[src/sv/assert_macros.svh]
// Assertion macros shared by the luminance alpha composer RTL.
// Standalone header; included by the modules that carry assertions.
`ifndef ASSERT_MACROS_SVH
`define ASSERT_MACROS_SVH

`ifndef SYNTHESIS
// Same-cycle implication, disabled while reset is low
`define ASSERT_IMPLY(lbl, clk, rst_n, ante, cons) \
  lbl: assert property (@(posedge clk) disable iff (!rst_n) (ante) |-> (cons)) \
    else $error("assertion failed: same-cycle implication");
// Next-cycle implication, disabled while reset is low
`define ASSERT_NEXT(lbl, clk, rst_n, ante, cons) \
  lbl: assert property (@(posedge clk) disable iff (!rst_n) (ante) |=> (cons)) \
    else $error("assertion failed: next-cycle implication");
`else
`define ASSERT_IMPLY(lbl, clk, rst_n, ante, cons)
`define ASSERT_NEXT(lbl, clk, rst_n, ante, cons)
`endif

`endif

[src/sv/lac_pkg.sv]
// Package for the luminance alpha composer: widths, luma weights,
// register indexes and the divider stage payload type. No dependencies.
package lac_pkg;

  localparam int unsigned NCH   = 3;   // color channels
  localparam int unsigned LUM_W = 24;  // luminance, 16-bit fraction
  localparam int unsigned REM_W = 32;  // divider remainder
  localparam int unsigned QUO_W = 8;   // quotient bits
  localparam int unsigned CN_W  = 16;  // color times 255
  localparam int unsigned SH_W  = $clog2(QUO_W);

  // Luma weights 0.3 / 0.59 / 0.11 over 65536
  localparam logic [LUM_W-1:0] LUMA_W0   = 24'd19661;
  localparam logic [LUM_W-1:0] LUMA_W1   = 24'd38666;
  localparam logic [LUM_W-1:0] LUMA_W2   = 24'd7209;
  localparam logic [LUM_W-1:0] LUMA_FULL = 24'd16711680;  // 255 * 65536

  // Configuration port
  localparam int unsigned CFG_IDX_W  = 1;
  localparam int unsigned CFG_DATA_W = 1;
  localparam logic [CFG_IDX_W-1:0] CFG_INVERT_ALPHA = 1'b0;
  localparam logic [CFG_IDX_W-1:0] CFG_DEMULTIPLY   = 1'b1;

  typedef logic [7:0] pix_t;

  // Payload carried through the restoring divider stages
  typedef struct packed {
    logic [NCH-1:0][7:0]       color;
    logic [LUM_W-1:0]          lum;
    logic [NCH-1:0][REM_W-1:0] rem;
    logic [NCH-1:0][QUO_W-1:0] quo;
    logic [NCH-1:0]            sat;
    logic                      bypass;
  } div_t;

endpackage

[src/sv/lac_div_step.sv]
// One registered step of the restoring divider: one quotient bit per channel.
// Depends on lac_pkg and assert_macros.svh.
`include "assert_macros.svh"

module lac_div_step (
  input  logic                      clk,
  input  logic                      rst_n,
  input  logic [lac_pkg::SH_W-1:0]  shift_amt,
  input  logic                      up_valid,
  input  lac_pkg::div_t             up_data,
  output logic                      up_ready,
  output logic                      dn_valid,
  output lac_pkg::div_t             dn_data,
  input  logic                      dn_ready
);
  import lac_pkg::*;

  logic             v_r;
  div_t             q_r;
  div_t             q_nxt;
  logic [REM_W-1:0] div_sh;
  logic [REM_W-1:0] div_sh_r;

  // Stage moves when empty or when downstream takes its transaction
  assign up_ready = !v_r || dn_ready;
  assign dn_valid = v_r;
  assign dn_data  = q_r;

  // Compare-subtract against the divisor shifted to this bit
  always_comb begin
    q_nxt  = up_data;
    div_sh = REM_W'(up_data.lum) << shift_amt;
    for (int k = 0; k < NCH; k++) begin
      if (up_data.rem[k] >= div_sh) begin
        q_nxt.rem[k]            = up_data.rem[k] - div_sh;
        q_nxt.quo[k][shift_amt] = 1'b1;
      end
    end
  end

  always_ff @(posedge clk) begin
    if (!rst_n) begin
      v_r <= 1'b0;
    end else if (up_ready) begin
      v_r <= up_valid;
    end
  end

  always_ff @(posedge clk) begin
    if (up_valid && up_ready) begin
      q_r <= q_nxt;
    end
  end

  // Divisor at this bit, for the remainder bound checks
  assign div_sh_r = REM_W'(q_r.lum) << shift_amt;

  `ASSERT_IMPLY(a_rem_bound0, clk, rst_n, v_r && !q_r.bypass && !q_r.sat[0], q_r.rem[0] < div_sh_r)
  `ASSERT_IMPLY(a_rem_bound1, clk, rst_n, v_r && !q_r.bypass && !q_r.sat[1], q_r.rem[1] < div_sh_r)
  `ASSERT_IMPLY(a_rem_bound2, clk, rst_n, v_r && !q_r.bypass && !q_r.sat[2], q_r.rem[2] < div_sh_r)

endmodule

[config.mk]
export PLATFORM = sky130hd
export DESIGN_NAME = lac_div_step
export DESIGN_NICKNAME = d
export VERILOG_FILES = /design/src/sv/lac_pkg.sv /design/src/sv/lac_div_step.sv
export VERILOG_INCLUDE_DIRS = /design/src /design/src/sv
export SDC_FILE = /design/constraint.sdc
export NUM_CORES = 1
export LEC_CHECK = 0
export BUFFER_PORTS_ARGS = -buffer_cell sky130_fd_sc_hd__buf_4
export CAP_MARGIN = 20
export CORE_ASPECT_RATIO = 0.75
export CORE_MARGIN = 5
export CORE_UTILIZATION = 54
export DETAILED_ROUTE_END_ITERATION = 7
export PLACE_DENSITY = 0.83
export SYNTH_ARGS = -nofsm -noshare
export SYNTH_HDL_FRONTEND = slang
export SYNTH_SLANG_ARGS = --single-unit
[constraint.sdc]
create_clock -name clk -period 7.1 [get_ports clk]
set_clock_uncertainty 0.1 [all_clocks]
set_input_delay 0.355 -clock clk [delete_from_list [all_inputs] [get_ports clk]]
set_output_delay 0.355 -clock clk [all_outputs]
set_load 0.02 [all_outputs]
==> results of run 1 <==
-- layout make-up --
cell class / instances / share of cell area (%)
Timing Repair Buffer: 387 / 18.6
Antenna cell: 1 / 0.0156
Tap cell: 294 / 2.30
Clock inverter: 13 / 0.727
Inverter: 37 / 0.868
Clock buffer: 18 / 2.68
Sequential cell: 173 / 32.4
Multi-Input combinational cell: 967 / 42.4
-- sequential cells by signal, summed over array words and instances, names as in the netlist --
register  flops
dn_valid      1
dn_data     172
-- logic make-up after synthesis --
| logic type | after synthesis | synth area share [%] |
|---|---|---|
| compound gates | 399 | 20.6 |
| xor+xnor | 80 | 5.68 |
| fa+ha+maj | 96 | 9.92 |
| buf+inv | 100 | 3.09 |
| flops | 173 | 42.0 |
| mux | 53 | 5.83 |
| simple gates | 339 | 12.8 |
-- worst paths after layout --
check	start	to	slack (ns)
setup reg to reg	dn_valid	dn_data[42]	4.97
setup / recovery	shift_amt[0]	dn_data[108]	2.00
hold reg to reg	dn_valid	dn_valid	0.46
hold / removal	up_data[127]	dn_data[127]	0.03
-- per-layer routing --
layer	wire (um)	vias to the layer above	GRT usage, %
met2	19300	748	49.4
li1	-	5376	-
met3	5240	85	9.58
met1	16500	5420	41.2
met4	1110	4	9.37
met5	27	-	0
-- cells in the mapped netlist, types with 12 or more instances --
cell type / instances
a21o_1: 51
a21oi_1: 92
a31oi_1: 12
clkbuf_1: 53
edfxtp_1: 172
ha_1: 93
inv_1: 35
mux2i_1: 28
mux4_2: 14
nand2_1: 137
nand2b_1: 14
nand3_1: 29
nand4_1: 20
nor2_1: 63
nor2b_1: 16
nor3_1: 15
o21ai_0: 131
o21bai_1: 27
xnor2_1: 42
xor2_1: 38
-- worst register-to-register path: cells and delay by family, from the launching register on --
| kind | cells | cell delay, ns |
|---|---|---|
| buffers and inverters | 1 | 0.87 |
| DFF | 1 | 0.31 |
| and+or+nand+nor | 2 | 0.40 |
-- report_power, final --
part	switching, mW	total, mW	internal, mW	leakage (nW)
sequential	0.0384	1.34	1.30	1.68
combinational	0.897	1.51	0.612	4.85
clock	0.423	0.904	0.482	0.254
total	1.36	3.75	2.40	6.78
-- timing repair --
item | 4_1_cts | 5_1_grt
endpoints found under the hold margin | 27 | 0
resized for setup | 0 | 0
hold buffers | 27 | 0
-- stage by stage --
step                utilization (%)  cell area [sq um]
floorplan                         -              12300
global placement               68.1              15200
detailed placement             68.1              15200
CTS                            71.8              16000
global route                   71.8              16000
finish                         71.8              16000
==> flow_metrics.tcl, run 1 <==
set metrics [dict create \
    status "complete, no violations" \
    drc 0 \
    antenna_found_initial 2 \
    cts-buffers-inserted 17 \
    via_count 11600 \
    layout.cells.non_filler 1890 \
    reg2reg_depth 3 \
    cp_num_buf_inv 3 \
    synth_warnings 0 \
    setup_viol 0 \
    cp.required_ns 7.18 \
    path_max_fanout 42 \
    crit_cells 15 \
    critPathMaxStageDelay_ns 0.82 \
    vias_per_cell 6.16 \
    p_per_area_nw_per_um2 235 \
    gp_congestion 0.991 \
    placed_cells 1831 \
    clock_sinks 173 \
    gr-total-overflow 0 \
    avgSynthCellArea_sq_um 9.95 \
    port-buffer-count 352 \
    die_area_sq_um 26000 \
    synth-async-reset-ratio_pct 0 \
    insertion_delay_ns 0.44 \
    leakage_nw 6.78 \
    min_period_ns 5.10 \
    totalWireLength_um 42200 \
    max-cap-violations 0 \
    dieHeight_um 141 \
    cts_setup_buffers 0 \
    layout.nets 1858 \
    slew_headroom_pct 22.8 \
    ir_worst_vdd_v 0.000157 \
    synth_top_cell_by_area "edfxtp_1" \
    syn_area_sq_um 12300 \
    final_common_cell "buf_4" \
    cts_tree "built" \
    clockBufferDepth 2 \
    area_growth_pct 29.8 \
    fin_tns_setup_ns 0 \
    finalCritPeriodShare_pct 71.9 \
    start_util_pct 55.3 \
    drt-initial-drc-count 1209 \
    clk_pin_slew_ns 0.07 \
    io_pins 353 \
    ys_ff_latch 173 \
    synth_edf_count 172 \
    grt_usage_pct 31.1 \
    grt_start_max_net_pins 87 \
    worst_setup_path_end_kind "flip-flop" \
    regArea_sq_um 5180 \
    dp_slack_ns 1.62 \
    dr.pass1.iters 6 \
    hpwl_um 32300 \
    seq_area_frac_synth_pct 42.0 \
    drtAntennaViolNets 0 \
    grt_pass1_vias 10800 \
    hold-path-cell-count 1 \
    rows 47 \
    wl_per_cell_um 22.3 \
    max_freq_mhz 196 \
    power_mw 3.75 \
    multi_input_area_sq_um 6790 \
    grt_setup_unrepaired "no" \
    synth.distinct_cells 68 \
    syn_nets 1515 \
    critical_path.slowest_cell "a31oi_4" \
    layout_setup_ws_ns 2.00 \
    layout_common_cells "buf_4, edfxtp_1, nand2_1" \
    crit_chain "buf_4 -> clkinv_1 -> nor3_1 -> a21oi_1 -> mux2i_1 -> ha_1 -> o211ai_2 -> a21oi_1 -> or4_1 -> a221o_1 -> o21ai_0 -> nand2_1 -> a31oi_4 -> buf_4 -> o21ai_0" \
    core_area_sq_um 22300 \
    fillers 1609 \
    crit_path_start_kind "input port" \
    htree_levels 4 \
    tightest_slew_ns 1.13 \
    drive_above_1_share_pct 26.9 \
    synth_ff_type "edfxtp_1" \
    crit_family "compound AO/OA/AOI/OAI gates" \
    hold_class "in -> reg" \
    yosys.area.top_type_share_pct 41.9 \
    grt_pass1_wl_um 62300 \
    ys_top_cells_by_area "edfxtp_1, ha_1, o21ai_0" \
    cp_data_arrival_time_ns 5.19 \
    hold_ws_ns 0.0262 \
    cts-root-buf "clkbuf_16" \
    die_w_um 184 \
    syn-instance-count 1240 \
    critical_path_class "in -> reg" \
    hold_viol 0 \
    drv_slew 0 \
]
No activity file was read; power rests on OpenSTA's default activity.
==> inputs of run 2 (changes only) <==
clock period = 5 ns   (was 7.1 ns; I/O delays follow)
==> run 2 against run 1 <==
First-iteration DRC count down 0.66%. Sequential power up 43%. Final area up 6.8%. Total power up 49%. Die area unchanged. Critical path type unchanged. Highest routed layer unchanged.
==> flow_metrics.tcl, run 2 (same netlist as run 1, synthesis figures left out) <==
set metrics [dict create \
    area_growth_pct 38.5 \
    antenna_found_initial 1 \
    min-delay-start "up_data[48]" \
    p_per_area_nw_per_um2 327 \
    max-cap-violations 0 \
    totalWireLength_um 44800 \
    rows 47 \
    clock_sinks 173 \
    dr.pass1.iters 7 \
    clockBufferDepth 2 \
    cts_resized 0 \
    worst_setup_path_end_kind "flip-flop" \
    gr-total-overflow 0 \
    final_common_cell "buf_4" \
    layout_setup_ws_ns 0.561 \
    grt_usage_pct 33.0 \
    grt_pass1_wl_um 66400 \
    cp.required_ns 5.08 \
    clk_pin_slew_ns 0.09 \
    crit_chain "dlygate4sd3_1 -> buf_4 -> mux4_2 -> mux2i_1 -> buf_4 -> ha_1 -> nand4_1 -> or3_1 -> a21oi_1 -> nor3_1 -> a2111oi_0 -> buf_4 -> nor2_4 -> buf_4 -> o41ai_1" \
    dp_slack_ns 0.290 \
    hold_class "in -> reg" \
    grt_setup_unrepaired "no" \
    hold_viol 0 \
    crit_path_start_kind "input port" \
    dieHeight_um 141 \
    drive_above_1_share_pct 27.3 \
    critical_path.slowest_cell "dlygate4sd3_1" \
    crit_path_start "up_data[134]" \
    gp_congestion 0.965 \
    cp_data_arrival_time_ns 4.52 \
    multi_input_area_sq_um 6790 \
    path_max_fanout 14 \
    setup_viol 0 \
    cpMostUsedCell "buf_4" \
    cts-buffers-inserted 17 \
    min_period_ns 4.44 \
    cts_setup_buffers 0 \
    max_freq_mhz 225 \
    drtAntennaViolNets 0 \
    crit_family "buffers and inverters" \
    wl_per_cell_um 22.5 \
    drt-initial-drc-count 1201 \
    layout_common_cells "buf_4, edfxtp_1, nand2_1" \
    slew_headroom_pct 37.8 \
    port-buffer-count 352 \
    critical_path_class "in -> reg" \
    insertion_delay_ns 0.43 \
    die_area_sq_um 26000 \
    cts-root-buf "clkbuf_16" \
    largest_register_ffs 172 \
    critPathMaxStageDelay_ns 0.57 \
    tightest_slew_ns 0.933 \
    io_pins 353 \
    leakage_nw 7.29 \
    fin_tns_setup_ns 0 \
    finalCritPeriodShare_pct 88.8 \
    regArea_sq_um 5180 \
    start_util_pct 55.3 \
    grt_start_max_net_pins 72 \
    ir_worst_vdd_v 0.000215 \
    drc 0 \
    core_area_sq_um 22300 \
    cp_num_buf_inv 5 \
    die_w_um 184 \
    layout.nets 1961 \
    fillers 1507 \
    via_count 12100 \
    ctsHoldBuffers 100 \
    status "complete, no violations" \
    power_mw 5.59 \
    drv_slew 0 \
    r2r-start "dn_valid" \
    vias_per_cell 6.08 \
    cts_tree "built" \
    htree_levels 4 \
    antennaDiodeCount 0 \
    grt_pass1_vias 11700 \
    hpwl_um 32200 \
]
run 2: worst reg2reg max path: cells and delay by family (launching register included):
| kind | cells | cell delay, ns |
|---|---|---|
| flops | 1 | 0.32 |
| buf+inv | 1 | 0.64 |
| simple gates | 2 | 0.92 |
run 2: per-layer routing:
metal / GRT usage (%) / up-vias / wire length, um
met4: 12.3 / 2 / 1800
met1: 42.9 / 5666 / 17100
met2: 54.6 / 751 / 21000
met3: 6.93 / 123 / 4890
met5: 0 / - / 20
li1: - / 5579 / -
run 2: power by group:
group / internal, mW / switching [mW]
combinational: 0.946 / 1.30
clock: 0.694 / 0.739
sequential: 1.85 / 0.0621
total: 3.49 / 2.10
run 2: path summary, 6_finish.rpt:
| check | slack [ns] | depth (start not counted) | endpoint |
|---|---|---|---|
| worst max register to register | 2.64 | 3 | dn_data[57] |
| worst min-delay path | 0.01 | 3 | dn_data[48] |
| worst min register to register | 1.08 | 3 | dn_valid |
| worst max-delay path | 0.56 | 15 | dn_data[12] |
run 2: layout make-up:
cell class | instances | share of cell area, %
Clock inverter | 15 | 1.24
Tap cell | 294 | 2.15
Clock buffer | 17 | 2.49
Inverter | 37 | 0.813
Multi-Input combinational cell | 967 | 39.7
Sequential cell | 173 | 30.3
Timing Repair Buffer | 490 | 23.2
run 2: through the flow:
stage	utilization (%)	hold slack, ns	area, sq um	std cells
CTS	76.7	0.00178	17100	1993
floorplan	-	0.249	12300	1240
global placement	69.3	0.328	15400	1861
global route	76.7	0.00506	17100	1993
finish	76.7	0.0127	17100	1993
detailed placement	69.3	0.329	15400	1861
==> inputs of run 3 (changes only) <==
CORE_MARGIN = 3   (was 5)
==> run 3 against run 2 <==
Setup slack lost 0.31 ns. First-iteration DRC count up 24%. Sequential power barely moved. Critical path type unchanged. Critical endpoint is now dn_data[122].
==> flow_metrics.tcl, run 3 (same netlist as run 1, synthesis figures left out) <==
set metrics [dict create \
    clock_sinks 173 \
    hold_class "in -> reg" \
    dp_slack_ns 0.269 \
    cts_tree "built" \
    leakage_nw 7.33 \
    critical_path_class "in -> reg" \
    min_period_ns 4.75 \
    drc 0 \
    p_per_area_nw_per_um2 326 \
    hold_ws_ns 0.0166 \
    layout.nets 1970 \
    critPathMaxStageDelay_ns 0.74 \
    final_common_cell "buf_4" \
    core_area_sq_um 22200 \
    r2r-start "dn_valid" \
    cpMostUsedCell "nand2b_1" \
    hold-path-cell-count 3 \
    die_area_sq_um 24700 \
    crit_path_start_kind "input port" \
    gr-total-overflow 0 \
    multi_input_area_sq_um 6790 \
    vias_per_cell 6.08 \
    layout_setup_ws_ns 0.249 \
    port-buffer-count 352 \
    grt_pass1_wl_um 67100 \
    ir_worst_vdd_v 0.000212 \
    path_max_fanout 4 \
    dr.pass1.iters 8 \
    totalWireLength_um 45300 \
    grt_setup_unrepaired "no" \
    timing.rr.end "dn_data[58]" \
    crit_chain "dlygate4sd3_1 -> buf_4 -> nand2b_1 -> nor3_1 -> ha_1 -> fa_1 -> nand2b_1 -> a21oi_1 -> or4_1 -> a221o_1 -> a21o_1 -> a41o_1 -> a211oi_2 -> nor3b_1 -> o41ai_2" \
    regArea_sq_um 5180 \
    tightest_slew_ns 0.956 \
    wl_per_cell_um 22.6 \
    worst_setup_path_end_kind "flip-flop" \
    slew_headroom_pct 35.8 \
    gp_congestion 0.915 \
    die_w_um 180 \
    max_freq_mhz 210 \
    start_util_pct 55.5 \
    hold_viol 0 \
    antenna_found_initial 0 \
    cp_data_arrival_time_ns 4.85 \
    drive_above_1_share_pct 27.0 \
    cts-buffers-inserted 17 \
    drv_slew 0 \
    max-cap-violations 0 \
    layout_common_cells "buf_4, edfxtp_1, nand2_1" \
    clockBufferDepth 2 \
    ctsHoldBuffers 110 \
    min_to "dn_data[120]" \
    clk_pin_slew_ns 0.09 \
    grt_start_max_net_pins 107 \
    reg2reg_depth 3 \
    setup_viol 0 \
    rows 47 \
    htree_levels 4 \
    io_pins 353 \
    hpwl_um 31600 \
    min-delay-start "up_data[120]" \
    cts_setup_buffers 0 \
    cts-root-buf "clkbuf_16" \
    area_growth_pct 39.5 \
    status "complete, no violations" \
    cts_resized 0 \
    grt_pass1_vias 11700 \
    fin_tns_setup_ns 0 \
    crit_family "simple AND/OR/NAND/NOR gates" \
    fillers 1483 \
    finalCritPeriodShare_pct 95.0 \
    insertion_delay_ns 0.44 \
    drtAntennaViolNets 0 \
    via_count 12200 \
    reg2reg_slack_ns 2.73 \
    cp_num_buf_inv 2 \
    grt_usage_pct 35.3 \
    critical_path.slowest_cell "nor3_1" \
    drt-initial-drc-count 1488 \
    dieHeight_um 137 \
    largest_register_ffs 172 \
    cp.required_ns 5.10 \
]
[run 3: cell count changes in the layout (fill, tap and decap cells not counted)]
cell / before / now
inv_8: 2 / 3
buf_4: 387 / 384
inv_12: 2 / 3
buf_12: 3 / 5
dlygate4sd3_1: 100 / 110
diode_2: 0 / 1
clkinv_8: 8 / 6
[run 3: worst max-delay path by stage]
stage                         endpoint  cells past startpoint         start
after floorplan            dn_data[57]                     15  shift_amt[0]
after global routing      dn_data[122]                     15  up_data[124]
after CTS                 dn_data[122]                     15  up_data[124]
after global placement    dn_data[122]                     14  shift_amt[1]
after detailed placement  dn_data[122]                     14  shift_amt[1]
final                     dn_data[122]                     15  up_data[124]
[run 3: tightest hold or removal path, delay by kind of cell]
| family | cells | cell delay, ns |
|---|---|---|
| AND/OR/NAND/NOR | 1 | 0.04 |
| AO/OA/AOI/OAI | 1 | 0.06 |
| buffers and inverters | 1 | 0.10 |
[run 3: power by group]
part           internal, mW  switching, mW
logic                 0.955           1.31
clock network         0.696          0.732
registers              1.85         0.0683
[run 3: cell type report]
class / instances / area share [%]
inverters: 37 / 0.807
well taps: 294 / 2.14
multi-input cells: 967 / 39.5
clock inverters: 15 / 1.20
diodes: 1 / 0.0145
repair buffers: 499 / 23.7
clock buffers: 17 / 2.47
flip-flops and latches: 173 / 30.1
[run 3: through the flow]
stage	instance area, sq um	std cells	power (mW)	utilization (%)
after floorplan	12300	1240	3.26	-
after global placement	15500	1860	4.03	69.6
after detailed placement	15500	1860	4.05	69.6
after CTS	17200	2002	5.54	77.4
after global routing	17200	2002	5.85	77.4
final	17200	2003	5.61	77.4
[run 3: layer usage]
layer,part of all wire [%],track usage [%],vias to the layer above
li1,-,-,5586
met1,38,43.6,5638
met2,47,58.4,812
met3,10,10.4,146
met4,4.6,14.7,2
met5,0.22,2.80,-
